<file path="src/rtl/rtc2ep_pkg.sv">
// ----------------------------------------------------------------------------
// rtc2ep_pkg
// Shared types, constants and helper functions for the BCD clock snapshot to
// epoch seconds converter.
// ----------------------------------------------------------------------------
package rtc2ep_pkg;

  localparam int unsigned YearW  = 13;
  localparam int unsigned DaysW  = 20;
  localparam int unsigned HmsW   = 18;
  localparam int unsigned ProdW  = 37;
  localparam int unsigned SumW   = 38;
  localparam int unsigned OutW   = 33;
  localparam int unsigned CentW  = 12;
  localparam int unsigned Q25W   = 9;
  localparam int unsigned AddrW  = 3;
  localparam int unsigned DataW  = 32;

  localparam logic [YearW-1:0] YEAR_COUNT_START = 13'd1970;
  localparam logic [1:0]       EPOCH_MOD4     = 2'd2;
  localparam logic [6:0]       EPOCH_MOD100   = 7'd70;
  localparam logic [8:0]       EPOCH_MOD400   = 9'd370;
  localparam logic [6:0]       LAST_MOD100    = 7'd99;
  localparam logic [8:0]       LAST_MOD400    = 9'd399;
  localparam logic [CentW-1:0] CENTURY_RESET  = 12'd2000;
  localparam logic [16:0]      SECS_PER_DAY   = 17'd86400;
  localparam logic [12:0]      RECIP25        = 13'd5243;
  localparam int unsigned      RECIP25_SHIFT  = 17;
  localparam logic [3:0]       MAX_WHOLE_MON  = 4'd11;
  localparam logic [3:0]       FEB_INDEX      = 4'd1;

  // register index decoded from paddr
  localparam logic REG_CENTURY = 1'b0;

  typedef enum logic [2:0] {
    ST_IDLE,
    ST_PREP,
    ST_YEARS,
    ST_LEAP,
    ST_MONTHS,
    ST_MUL,
    ST_SUM
  } rtc2ep_state_e;

  typedef struct packed {
    logic load;
    logic prep;
    logic year_step;
    logic leap;
    logic month_step;
    logic mul;
    logic sum;
  } rtc2ep_cmd_t;

  typedef struct packed {
    logic year_more;
    logic month_more;
    logic out_full;
  } rtc2ep_sts_t;

  function automatic logic [7:0] bcd_decode(input logic [7:0] b);
    logic [7:0] tens;
    tens = {4'd0, b[7:4]};
    return (tens << 3) + (tens << 1) + {4'd0, b[3:0]};
  endfunction

  function automatic logic [4:0] month_days(input logic [3:0] m);
    logic [4:0] d;
    unique case (m)
      4'd1:    d = 5'd28;
      4'd3:    d = 5'd30;
      4'd5:    d = 5'd30;
      4'd8:    d = 5'd30;
      4'd10:   d = 5'd30;
      default: d = 5'd31;
    endcase
    return d;
  endfunction

endpackage

</file>
<file path="src/rtl/bcd_rtc_to_epoch_seconds.sv">
// work: after a transfer in, prep, then the whole years from 1970 are counted
// (one per cycle), then the leap test, then the whole months of the current
// year (one per cycle), then multiply and sum; the sum waits while a pending
// result is stalled. No new snapshot is taken until the controller is idle.
// reset: asynchronous active low, controller idle, no result pending,
// century base 2000
// ----------------------------------------------------------------------------
// bcd_rtc_to_epoch_seconds
// Converts one BCD real-time-clock snapshot into seconds since 1970-01-01.
// ----------------------------------------------------------------------------
module bcd_rtc_to_epoch_seconds
  import rtc2ep_pkg::*;
(
  input  logic             clk_i,
  input  logic             rst_ni,
  input  logic             psel,
  input  logic             penable,
  input  logic             pwrite,
  input  logic [AddrW-1:0] paddr,
  input  logic [DataW-1:0] pwdata,
  output logic [DataW-1:0] prdata,
  output logic             pready,
  input  logic             in_valid_i,
  output logic             in_stall_o,
  input  logic [6:0]       second_bcd_i,
  input  logic [6:0]       minute_bcd_i,
  input  logic [5:0]       hour_bcd_i,
  input  logic [5:0]       day_bcd_i,
  input  logic [4:0]       month_bcd_i,
  input  logic [7:0]       year_bcd_i,
  output logic             out_valid_o,
  input  logic             out_stall_i,
  output logic [OutW-1:0]  epoch_seconds_o
);

  logic [CentW-1:0] century_q;
  logic             cfg_wr;
  rtc2ep_cmd_t      cmd;
  rtc2ep_sts_t      sts;

  assign pready = 1'b1;
  assign cfg_wr = psel && penable && pwrite && pready && (paddr[2] == REG_CENTURY);

  always_ff @(posedge clk_i or negedge rst_ni) begin
    if (!rst_ni) begin
      century_q <= CENTURY_RESET;
    end else if (cfg_wr) begin
      century_q <= pwdata[CentW-1:0];
    end
  end

  assign prdata = (paddr[2] == REG_CENTURY) ? DataW'(century_q) : '0;

  rtc2ep_ctrl u_ctrl (
    .clk_i      (clk_i),
    .rst_ni     (rst_ni),
    .in_valid_i (in_valid_i),
    .in_stall_o (in_stall_o),
    .sts_i      (sts),
    .cmd_o      (cmd)
  );

  rtc2ep_dp u_dp (
    .clk_i           (clk_i),
    .rst_ni          (rst_ni),
    .cmd_i           (cmd),
    .sts_o           (sts),
    .century_i       (century_q),
    .second_bcd_i    (second_bcd_i),
    .minute_bcd_i    (minute_bcd_i),
    .hour_bcd_i      (hour_bcd_i),
    .day_bcd_i       (day_bcd_i),
    .month_bcd_i     (month_bcd_i),
    .year_bcd_i      (year_bcd_i),
    .out_stall_i     (out_stall_i),
    .out_valid_o     (out_valid_o),
    .epoch_seconds_o (epoch_seconds_o)
  );

  // a transfer in starts work, so no second snapshot is taken next cycle
  a_busy_after_in: assert property (@(posedge clk_i) disable iff (!rst_ni)
    (in_valid_i && !in_stall_o) |=> in_stall_o)
    else $error("input taken while previous snapshot in work");

  // a new result only appears at the end of work
  a_result_from_work: assert property (@(posedge clk_i) disable iff (!rst_ni)
    $rose(out_valid_o) |-> $past(in_stall_o))
    else $error("result produced without a snapshot in work");

  // the result register is never overwritten while a result waits
  a_no_overwrite: assert property (@(posedge clk_i) disable iff (!rst_ni)
    (out_valid_o && out_stall_i) |=> (out_valid_o && $stable(epoch_seconds_o)))
    else $error("pending result lost or changed");

endmodule

</file>
<file path="src/rtl/rtc2ep_dp.sv">
// ----------------------------------------------------------------------------
// rtc2ep_dp
// Datapath: BCD decode, year and month day counting, leap tests, day to
// seconds multiply, final sum with saturation and the result register.
// ----------------------------------------------------------------------------
module rtc2ep_dp
  import rtc2ep_pkg::*;
(
  input  logic              clk_i,
  input  logic              rst_ni,
  input  rtc2ep_cmd_t       cmd_i,
  output rtc2ep_sts_t       sts_o,
  input  logic [CentW-1:0]  century_i,
  input  logic [6:0]        second_bcd_i,
  input  logic [6:0]        minute_bcd_i,
  input  logic [5:0]        hour_bcd_i,
  input  logic [5:0]        day_bcd_i,
  input  logic [4:0]        month_bcd_i,
  input  logic [7:0]        year_bcd_i,
  input  logic              out_stall_i,
  output logic              out_valid_o,
  output logic [OutW-1:0]   epoch_seconds_o
);

  logic [6:0]       sec_q, min_q;
  logic [5:0]       hour_q;
  logic [YearW-1:0] year_q, y_q;
  logic [1:0]       mod4_q;
  logic [6:0]       mod100_q;
  logic [8:0]       mod400_q;
  logic [Q25W-1:0]  q25_q;
  logic             leap_q;
  logic [3:0]       mon_q, whole_q;
  logic [DaysW-1:0] days_q, days_d;
  logic [HmsW-1:0]  hms_q;
  logic [ProdW-1:0] prod_q;
  logic [OutW-1:0]  out_q;
  logic             out_valid_q, out_valid_d;

  logic [5:0]       day_dec;
  logic [4:0]       mon_dec;
  logic [3:0]       whole_d;
  logic             cnt_leap;
  logic [25:0]      recip_prod;
  logic [YearW-1:0] q25_times25;
  logic             cur_leap;
  logic [SumW-1:0]  total;
  logic [4:0]       mon_add;

  assign day_dec = 6'(bcd_decode({2'd0, day_bcd_i}));
  assign mon_dec = 5'(bcd_decode({3'd0, month_bcd_i}));

  always_comb begin
    if (mon_dec == 5'd0) begin
      whole_d = 4'd0;
    end else if ((mon_dec - 5'd1) > {1'b0, MAX_WHOLE_MON}) begin
      whole_d = MAX_WHOLE_MON;
    end else begin
      whole_d = 4'(mon_dec - 5'd1);
    end
  end

  // leap test of the year being counted, from running remainders
  assign cnt_leap = (mod4_q == 2'd0) && ((mod100_q != 7'd0) || (mod400_q == 9'd0));

  // current year: divisible by 25 via reciprocal multiply
  assign recip_prod  = 26'(year_q) * 26'(RECIP25);
  assign q25_times25 = 13'({4'd0, q25_q} << 4) + 13'({4'd0, q25_q} << 3) + 13'(q25_q);
  assign cur_leap    = (year_q[1:0] == 2'd0)
                     && ((q25_times25 != year_q) || (year_q[3:0] == 4'd0));

  assign mon_add = month_days(mon_q);

  always_comb begin
    days_d = days_q;
    if (cmd_i.load) begin
      days_d = (day_dec == 6'd0) ? '0 : DaysW'(day_dec - 6'd1);
    end else if (cmd_i.year_step) begin
      days_d = days_q + (cnt_leap ? DaysW'(366) : DaysW'(365));
    end else if (cmd_i.month_step) begin
      days_d = days_q + DaysW'(mon_add)
             + DaysW'((mon_q == FEB_INDEX) && leap_q);
    end
  end

  assign total = SumW'(prod_q) + SumW'(hms_q);

  always_ff @(posedge clk_i) begin
    days_q <= days_d;
    if (cmd_i.load) begin
      sec_q   <= 7'(bcd_decode({1'b0, second_bcd_i}));
      min_q   <= 7'(bcd_decode({1'b0, minute_bcd_i}));
      hour_q  <= 6'(bcd_decode({2'd0, hour_bcd_i}));
      year_q  <= YearW'(century_i) + YearW'(bcd_decode(year_bcd_i));
      whole_q <= whole_d;
      y_q      <= YEAR_COUNT_START;
      mod4_q   <= EPOCH_MOD4;
      mod100_q <= EPOCH_MOD100;
      mod400_q <= EPOCH_MOD400;
      mon_q    <= 4'd0;
    end
    if (cmd_i.prep) begin
      q25_q <= recip_prod[RECIP25_SHIFT +: Q25W];
      hms_q <= HmsW'(hour_q) * HmsW'(3600) + HmsW'(min_q) * HmsW'(60) + HmsW'(sec_q);
    end
    if (cmd_i.year_step) begin
      y_q      <= y_q + YearW'(1);
      mod4_q   <= mod4_q + 2'd1;
      mod100_q <= (mod100_q == LAST_MOD100) ? 7'd0 : mod100_q + 7'd1;
      mod400_q <= (mod400_q == LAST_MOD400) ? 9'd0 : mod400_q + 9'd1;
    end
    if (cmd_i.leap) begin
      leap_q <= cur_leap;
    end
    if (cmd_i.month_step) begin
      mon_q <= mon_q + 4'd1;
    end
    if (cmd_i.mul) begin
      prod_q <= ProdW'(days_q) * ProdW'(SECS_PER_DAY);
    end
    if (cmd_i.sum) begin
      out_q <= (total[SumW-1:OutW] != '0) ? '1 : total[OutW-1:0];
    end
  end

  always_comb begin
    out_valid_d = out_valid_q;
    if (cmd_i.sum) begin
      out_valid_d = 1'b1;
    end else if (out_valid_q && !out_stall_i) begin
      out_valid_d = 1'b0;
    end
  end

  always_ff @(posedge clk_i or negedge rst_ni) begin
    if (!rst_ni) begin
      out_valid_q <= 1'b0;
    end else begin
      out_valid_q <= out_valid_d;
    end
  end

  assign sts_o.year_more  = (y_q < year_q);
  assign sts_o.month_more = (mon_q < whole_q);
  assign sts_o.out_full   = out_valid_q && out_stall_i;

  assign out_valid_o     = out_valid_q;
  assign epoch_seconds_o = out_q;

endmodule

</file>
<file path="src/rtl/rtc2ep_ctrl.sv">
// ----------------------------------------------------------------------------
// rtc2ep_ctrl
// Controller: sequences load, prep, year counting, leap test, month counting,
// multiply and final sum for one snapshot at a time.
// ----------------------------------------------------------------------------
module rtc2ep_ctrl
  import rtc2ep_pkg::*;
(
  input  logic        clk_i,
  input  logic        rst_ni,
  input  logic        in_valid_i,
  output logic        in_stall_o,
  input  rtc2ep_sts_t sts_i,
  output rtc2ep_cmd_t cmd_o
);

  rtc2ep_state_e state_q, state_d;

  always_ff @(posedge clk_i or negedge rst_ni) begin
    if (!rst_ni) begin
      state_q <= ST_IDLE;
    end else begin
      state_q <= state_d;
    end
  end

  // next state
  always_comb begin
    state_d = state_q;
    unique case (state_q)
      ST_IDLE: begin
        if (in_valid_i) state_d = ST_PREP;
      end
      ST_PREP:   state_d = ST_YEARS;
      ST_YEARS: begin
        if (!sts_i.year_more) state_d = ST_LEAP;
      end
      ST_LEAP:   state_d = ST_MONTHS;
      ST_MONTHS: begin
        if (!sts_i.month_more) state_d = ST_MUL;
      end
      ST_MUL:    state_d = ST_SUM;
      ST_SUM: begin
        if (!sts_i.out_full) state_d = ST_IDLE;
      end
      default:   state_d = ST_IDLE;
    endcase
  end

  // outputs
  always_comb begin
    cmd_o      = '0;
    in_stall_o = 1'b1;
    unique case (state_q)
      ST_IDLE: begin
        in_stall_o = 1'b0;
        cmd_o.load = in_valid_i;
      end
      ST_PREP:   cmd_o.prep       = 1'b1;
      ST_YEARS:  cmd_o.year_step  = sts_i.year_more;
      ST_LEAP:   cmd_o.leap       = 1'b1;
      ST_MONTHS: cmd_o.month_step = sts_i.month_more;
      ST_MUL:    cmd_o.mul        = 1'b1;
      ST_SUM:    cmd_o.sum        = !sts_i.out_full;
      default:   cmd_o            = '0;
    endcase
  end

endmodule
</file>
<file path="config.mk">
export PLATFORM = sky130hd
export DESIGN_NAME = bcd_rtc_to_epoch_seconds
export DESIGN_NICKNAME = d
export VERILOG_FILES = /design/src/rtl/rtc2ep_pkg.sv /design/src/rtl/bcd_rtc_to_epoch_seconds.sv /design/src/rtl/rtc2ep_dp.sv /design/src/rtl/rtc2ep_ctrl.sv
export SDC_FILE = /design/constraint.sdc
export NUM_CORES = 1
export LEC_CHECK = 0
export BUFFER_PORTS_ARGS = -buffer_cell sky130_fd_sc_hd__buf_2
export CORE_MARGIN = 2
export CORE_UTILIZATION = 55
export CTS_CLUSTER_DIAMETER = 80
export DETAILED_ROUTE_END_ITERATION = 16
export PLACE_DENSITY_LB_ADDON = 0.3
export SYNTH_ARGS = -nofsm -noshare
export SYNTH_HDL_FRONTEND = slang
export SYNTH_SLANG_ARGS = --single-unit
</file>
<file path="constraint.sdc">
create_clock -name clk_i -period 6.2 [get_ports clk_i]
set_input_delay 1.55 -clock clk_i [delete_from_list [all_inputs] [get_ports clk_i]]
set_output_delay 1.55 -clock clk_i [all_outputs]
set_load 0.1 [all_outputs]
</file>
==> flow_metrics.tcl, run 1 <==
set metrics [dict create \
    cts_made_buffers 17 \
    fin_crit_sh_pct 91.34 \
    grt_max_degree 34 \
    async_reset_ff_share_pct 8.040 \
    syn_avg_cell_area_um2 10.62 \
    core_um2 35310 \
    crit_type "flop to flop" \
    first_global_vias 13160 \
    r2r_setup_slack_ps 540 \
    hold_buffers 0 \
    cts_tree "built" \
    ys_ff_latch 199 \
    cts_max_path_buffers 2 \
    outcome "finished, final reports clean" \
    reg2reg_from "u_dp.year_q[8]" \
    antenna_found_initial 0 \
    dp_hpwl_um 31650 \
    end_kind "flop" \
    netlist_instances 1842 \
    seq_area_frac_synth_pct 30.19 \
    min_period_ps 5663 \
    start_kind "flop" \
    initial_core_util_pct 55.38 \
    detail_route.vias_per_cell 5.385 \
    cts_setup_buffers 0 \
    hp-class "flop to flop" \
    worst_hold_startpoint "u_dp.sec_q[1]" \
    wire_per_inst_um 15.96 \
    htree_levels 4 \
    cts-root-buf "clkbuf_16" \
    crit_start "u_dp.year_q[8]" \
    vias 13080 \
    crit_required_ps 6410 \
    grt_usage_pct 21.99 \
    synth_edf_count 183 \
    drt_wl_total_um 38780 \
    finalMaxSlewViolations 0 \
    numPortBuffers 105 \
    synth_cell_types 73 \
    netlist_area_um2 19550 \
    dieArea_um2 37080 \
    drc_errors 0 \
    cap_violations 0 \
    ctsResizeCount 0 \
    synth_flop_cell "edfxtp_1" \
    whs_path_depth 0 \
    grt-ovfl-total 0 \
    die-width_um 192.6 \
    routabilityCongestion 0.8982 \
    cts_sinks 199 \
    fp-row-count 69 \
    r2r_cells 16 \
    critical_path.max_fanout 8 \
    fin_nets 2516 \
    yosys_warnings 0 \
    rsz0062_at_grt "false" \
    crit_arrival_ps 5870 \
    clock_latency_ps 460 \
    ant_nets 0 \
    finalSetupViolations 0 \
    hold_viol 0 \
    die_height_um 192.6 \
    clkTransAtPathRegs_ps 80 \
    drt_iter0_markers 777 \
    max_freq_mhz 176.6 \
    tightest_slew_ps 1096 \
    post-route-util_pct 59.94 \
    area_growth_pct 8.248 \
    drive_above_1_share_pct 9.299 \
    slew_headroom_pct 25.39 \
    r2r_end "u_dp.q25_q[5]" \
    hold-path-endpoint "u_dp.hms_q[1]" \
    dr.pass1.iters 5 \
    io_pins 149 \
    antenna_cells 0 \
    skew_ps 15.37 \
    fin_tns_setup_ps 0 \
    grt_pass1_wl_um 64380 \
]
-- layout by cell type (no fill, tap or decap), drive strengths merged, types with 13 or more instances in the layout --
cell / synthesis / layout
fa: 142 / 142
o21ai: 68 / 68
nand2: 77 / 77
or3: 13 / 13
clkbuf: 11 / 19
nand3: 57 / 57
o21bai: 15 / 15
a21o: 33 / 33
xor2: 55 / 55
and3: 18 / 18
ha: 338 / 338
a21oi: 95 / 95
nor3: 13 / 13
nor2b: 25 / 25
nor2: 88 / 88
buf: 31 / 117
conb: 2 / 21
xnor2: 94 / 94
edfxtp: 183 / 183
a211oi: 13 / 13
inv: 294 / 301
-- cells in the mapped netlist (all sizes together), types with 7 or more instances --
library cell    n  area [µm²]
nand3          57       285.3
a211oi         13       107.6
ha            338        4229
a21o           33       247.7
xor2           55       481.7
o21bai         15       112.6
nand3b         10       75.07
and3           18       117.6
xnor2          94       823.3
o21a           12       90.09
a31oi           7       58.81
dfrtp          10       250.2
nor3           13       65.06
or3            13       81.33
inv           294        1104
nor2b          25       156.4
and2           12       75.07
fa            142        2843
o22ai           7       43.79
nand2b         11       68.82
o31ai           9       67.56
nor2           88       332.8
a21oi          95       475.5
buf            31       212.7
mux2           12       135.1
o211ai          9       72.57
o21ai          68       340.3
clkbuf         11       41.29
edfxtp        183        5495
nand2          77       296.5
-- critical path, stage by stage, from the launching register on --
cell	delay [ps]
edfxtp_1	610
fa_1	550
ha_1	340
fa_1	480
fa_1	550
inv_1	50
fa_1	530
inv_1	50
ha_1	300
a2111oi_0	400
o21ai_0	180
a211oi_2	370
o21ai_0	260
a31oi_1	320
o21bai_1	130
a21oi_1	190
xnor2_1	80
-- kinds of logic (layout without fill, tap and decap cells) --
kind of cell             count (synthesis)  after routing  share of synthesized area, %
adder cells (fa/ha/maj)                480            480                         36.17
other                                    2             21                       0.03841
AND/OR/NAND/NOR                        354            354                         9.086
flip-flops                             199            199                         30.19
buffers and inverters                  336            443                         6.943
XOR/XNOR                               149            149                         6.674
multiplexers                            18             18                        0.9982
AO/OA/AOI/OAI                          304            304                         9.905
-- how the worst max path moves through the flow --
stage | to | slack, ps
2_1_floorplan | u_dp.q25_q[5] | 1190
3_3_place_gp | u_dp.q25_q[5] | 500
3_5_place_dp | u_dp.q25_q[5] | 460
4_1_cts | u_dp.q25_q[5] | 390
5_1_grt | u_dp.q25_q[5] | 170
6_report | u_dp.q25_q[5] | 540
-- area by class of cell --
cell class | instances | area (µm²)
well taps | 461 | 576.8
clock inverters | 13 | 135.1
clock buffers | 19 | 442.9
multi-input cells | 1326 | 12390
flip-flops and latches | 199 | 5903
inverters | 294 | 1104
fillers | 2905 | 14140
repair buffers | 117 | 615.6
-- registers in the layout, indices dropped and copies added, names as in the netlist, 2 cells and up --
signal,count
century_q,12
u_ctrl.state_q,3
u_dp.days_q,20
u_dp.epoch_seconds_o,33
u_dp.hms_q,18
u_dp.hour_q,6
u_dp.min_q,7
u_dp.mod100_q,7
u_dp.mod400_q,9
u_dp.mod4_q,2
u_dp.mon_q,4
u_dp.prod_q,30
u_dp.q25_q,9
u_dp.sec_q,7
u_dp.whole_q,4
u_dp.y_q,13
u_dp.year_q,13
-- stage by stage --
| step | area [µm²] | setup WS (ps) | cells | hold WS, ps |
|---|---|---|---|---|
| 2_1_floorplan | 19630 | 1188 | 1861 | 400.3 |
| 3_3_place_gp | 20580 | 495.1 | 2397 | 402.6 |
| 3_5_place_dp | 20580 | 462.5 | 2397 | 410.5 |
| 4_1_cts | 21160 | 393.7 | 2429 | 428.4 |
| 5_1_grt | 21170 | 174.4 | 2429 | 440.0 |
| 6_report | 21170 | 536.9 | 2429 | 426.4 |
-- per-layer routing --
metal / vias to the layer above / share of wire, % / GRT usage, %
li1: 6554 / - / -
met1: 6238 / 46 / 29.73
met2: 248 / 48 / 37.33
met3: 39 / 4.3 / 3.419
met4: 0 / 1.3 / 5.050
met5: - / 0 / 0
Power of run 1 is left out: the tool's default activity adds up to more than one toggle a clock period on the data nets, which glitch-free logic cannot reach.
==> inputs of run 2 (changes only) <==
--- a/config.mk
+++ b/config.mk
@@ -10,6 +10,8 @@
 export CORE_UTILIZATION = 55
 export CTS_CLUSTER_DIAMETER = 80
 export DETAILED_ROUTE_END_ITERATION = 16
+export GPL_ROUTABILITY_DRIVEN = 0
+export MAX_ROUTING_LAYER = met4
 export PLACE_DENSITY_LB_ADDON = 0.3
 export SYNTH_ARGS = -nofsm -noshare
 export SYNTH_HDL_FRONTEND = slang
==> run 2 against run 1 <==
Against the previous run: die area is the same; global-route usage rose by 0.60 points; non-clock buffer count fell by 1; largest cell class unchanged.
==> flow_metrics.tcl, run 2 (same netlist as run 1, synthesis figures left out) <==
set metrics [dict create \
    area_growth_pct 8.235 \
    antenna_found_initial 0 \
    end_kind "flop" \
    grt_usage_pct 22.60 \
    worst_hold_startpoint "u_dp.sec_q[0]" \
    whs_path_depth 0 \
    finalSetupViolations 0 \
    io_pins 149 \
    clkTransAtPathRegs_ps 80 \
    tightest_slew_ps 1062 \
    r2r_setup_slack_ps 530 \
    hold-path-endpoint "u_dp.hms_q[0]" \
    grt_pass1_wl_um 64750 \
    hold_buffers 0 \
    cts_setup_buffers 0 \
    detail_route.vias_per_cell 5.459 \
    drive_above_1_share_pct 9.202 \
    hp-class "flop to flop" \
    cts_tree "built" \
    critical_path.max_fanout 7 \
    r2r_end "u_dp.q25_q[5]" \
    dr.pass1.iters 6 \
    wire_per_inst_um 15.93 \
    cts_sinks 199 \
    ant_nets 0 \
    cap_violations 0 \
    crit_type "flop to flop" \
    ctsResizeCount 0 \
    mostFrequentLayoutCell "ha_1" \
    cts_max_path_buffers 2 \
    cts_made_buffers 17 \
    drc_errors 0 \
    crit_arrival_ps 5870 \
    crit_start "u_dp.year_q[9]" \
    die_height_um 192.6 \
    cts-root-buf "clkbuf_16" \
    grt_max_degree 34 \
    fin_nets 2515 \
    crit_required_ps 6400 \
    largest_register_ffs 33 \
    reg2reg_from "u_dp.year_q[9]" \
    fillers 2881 \
    final_cell_mix "338 x ha_1, 293 x inv_1, 183 x edfxtp_1" \
    multi_input_area_um2 12380 \
    fin_tns_setup_ps 0 \
    seqCellArea_um2 5903 \
    vias 13260 \
    dp_hpwl_um 31480 \
    dieArea_um2 37080 \
    fin_crit_sh_pct 91.44 \
    finalMaxSlewViolations 0 \
    r2r_cells 16 \
    antenna_cells 0 \
    slew_headroom_pct 27.71 \
    numPortBuffers 105 \
    clock_latency_ps 450 \
    max_freq_mhz 176.4 \
    rsz0062_at_grt "false" \
    grt-ovfl-total 0 \
    die-width_um 192.6 \
    hold_viol 0 \
    skew_ps 16.06 \
    initial_core_util_pct 55.38 \
    drt_iter0_markers 600 \
    min_period_ps 5669 \
    fp-row-count 69 \
    core_um2 35310 \
    drt_wl_total_um 38670 \
    htree_levels 4 \
    outcome "finished, final reports clean" \
    first_global_vias 13550 \
    start_kind "flop" \
]
run 2: worst max-delay path, cell delays in order, from the launching register on:
cell	delay, ps
edfxtp_1	630
fa_1	500
ha_1	310
fa_1	480
fa_1	540
inv_1	60
fa_1	530
inv_1	40
ha_1	300
a2111oi_0	430
o21ai_0	150
a211oi_1	460
o21ai_0	270
a31oi_1	310
o21bai_1	130
a21oi_1	190
xnor2_1	90
run 2: layout make-up:
| type | count | share of cell area [%] |
|---|---|---|
| Clock buffer | 18 | 2.028 |
| Clock inverter | 14 | 0.7508 |
| Inverter | 294 | 5.214 |
| Multi-Input combinational cell | 1326 | 58.52 |
| Sequential cell | 199 | 27.89 |
| Tap cell | 461 | 2.725 |
| Timing Repair Buffer | 116 | 2.873 |
run 2: routing by layer:
| layer | GRT usage [%] | vias up | routed length, µm |
|---|---|---|---|
| li1 | - | 6538 | - |
| met1 | 29.20 | 6446 | 17890 |
| met2 | 37.74 | 228 | 18770 |
| met3 | 3.182 | 43 | 1360 |
| met4 | 5.520 | 0 | 648 |
| met5 | - | - | 0 |
run 2: worst max-delay path by stage:
| stage | endpoint | slack (ps) | cells past startpoint |
|---|---|---|---|
| 5_1_grt | u_dp.q25_q[5] | 190 | 18 |
| 3_5_place_dp | u_dp.q25_q[5] | 600 | 18 |
| 3_3_place_gp | u_dp.q25_q[5] | 650 | 16 |
| 2_1_floorplan | u_dp.q25_q[5] | 1190 | 16 |
| 4_1_cts | u_dp.q25_q[5] | 560 | 16 |
| 6_report | u_dp.q25_q[5] | 530 | 16 |
run 2: metrics by stage:
step / std cells / utilization, % / area (µm²) / setup WS [ps] / hold WS [ps]
6_report: 2428 / 59.94 / 21160 / 530.6 / 426.9
3_3_place_gp: 2396 / 58.27 / 20580 / 652.5 / 406.4
4_1_cts: 2428 / 59.94 / 21160 / 557.4 / 435.7
3_5_place_dp: 2396 / 58.27 / 20580 / 596.2 / 409.1
2_1_floorplan: 1861 / - / 19630 / 1188 / 400.3
5_1_grt: 2428 / 59.94 / 21160 / 194.0 / 436.8
Power of run 2 is left out for the same reason.
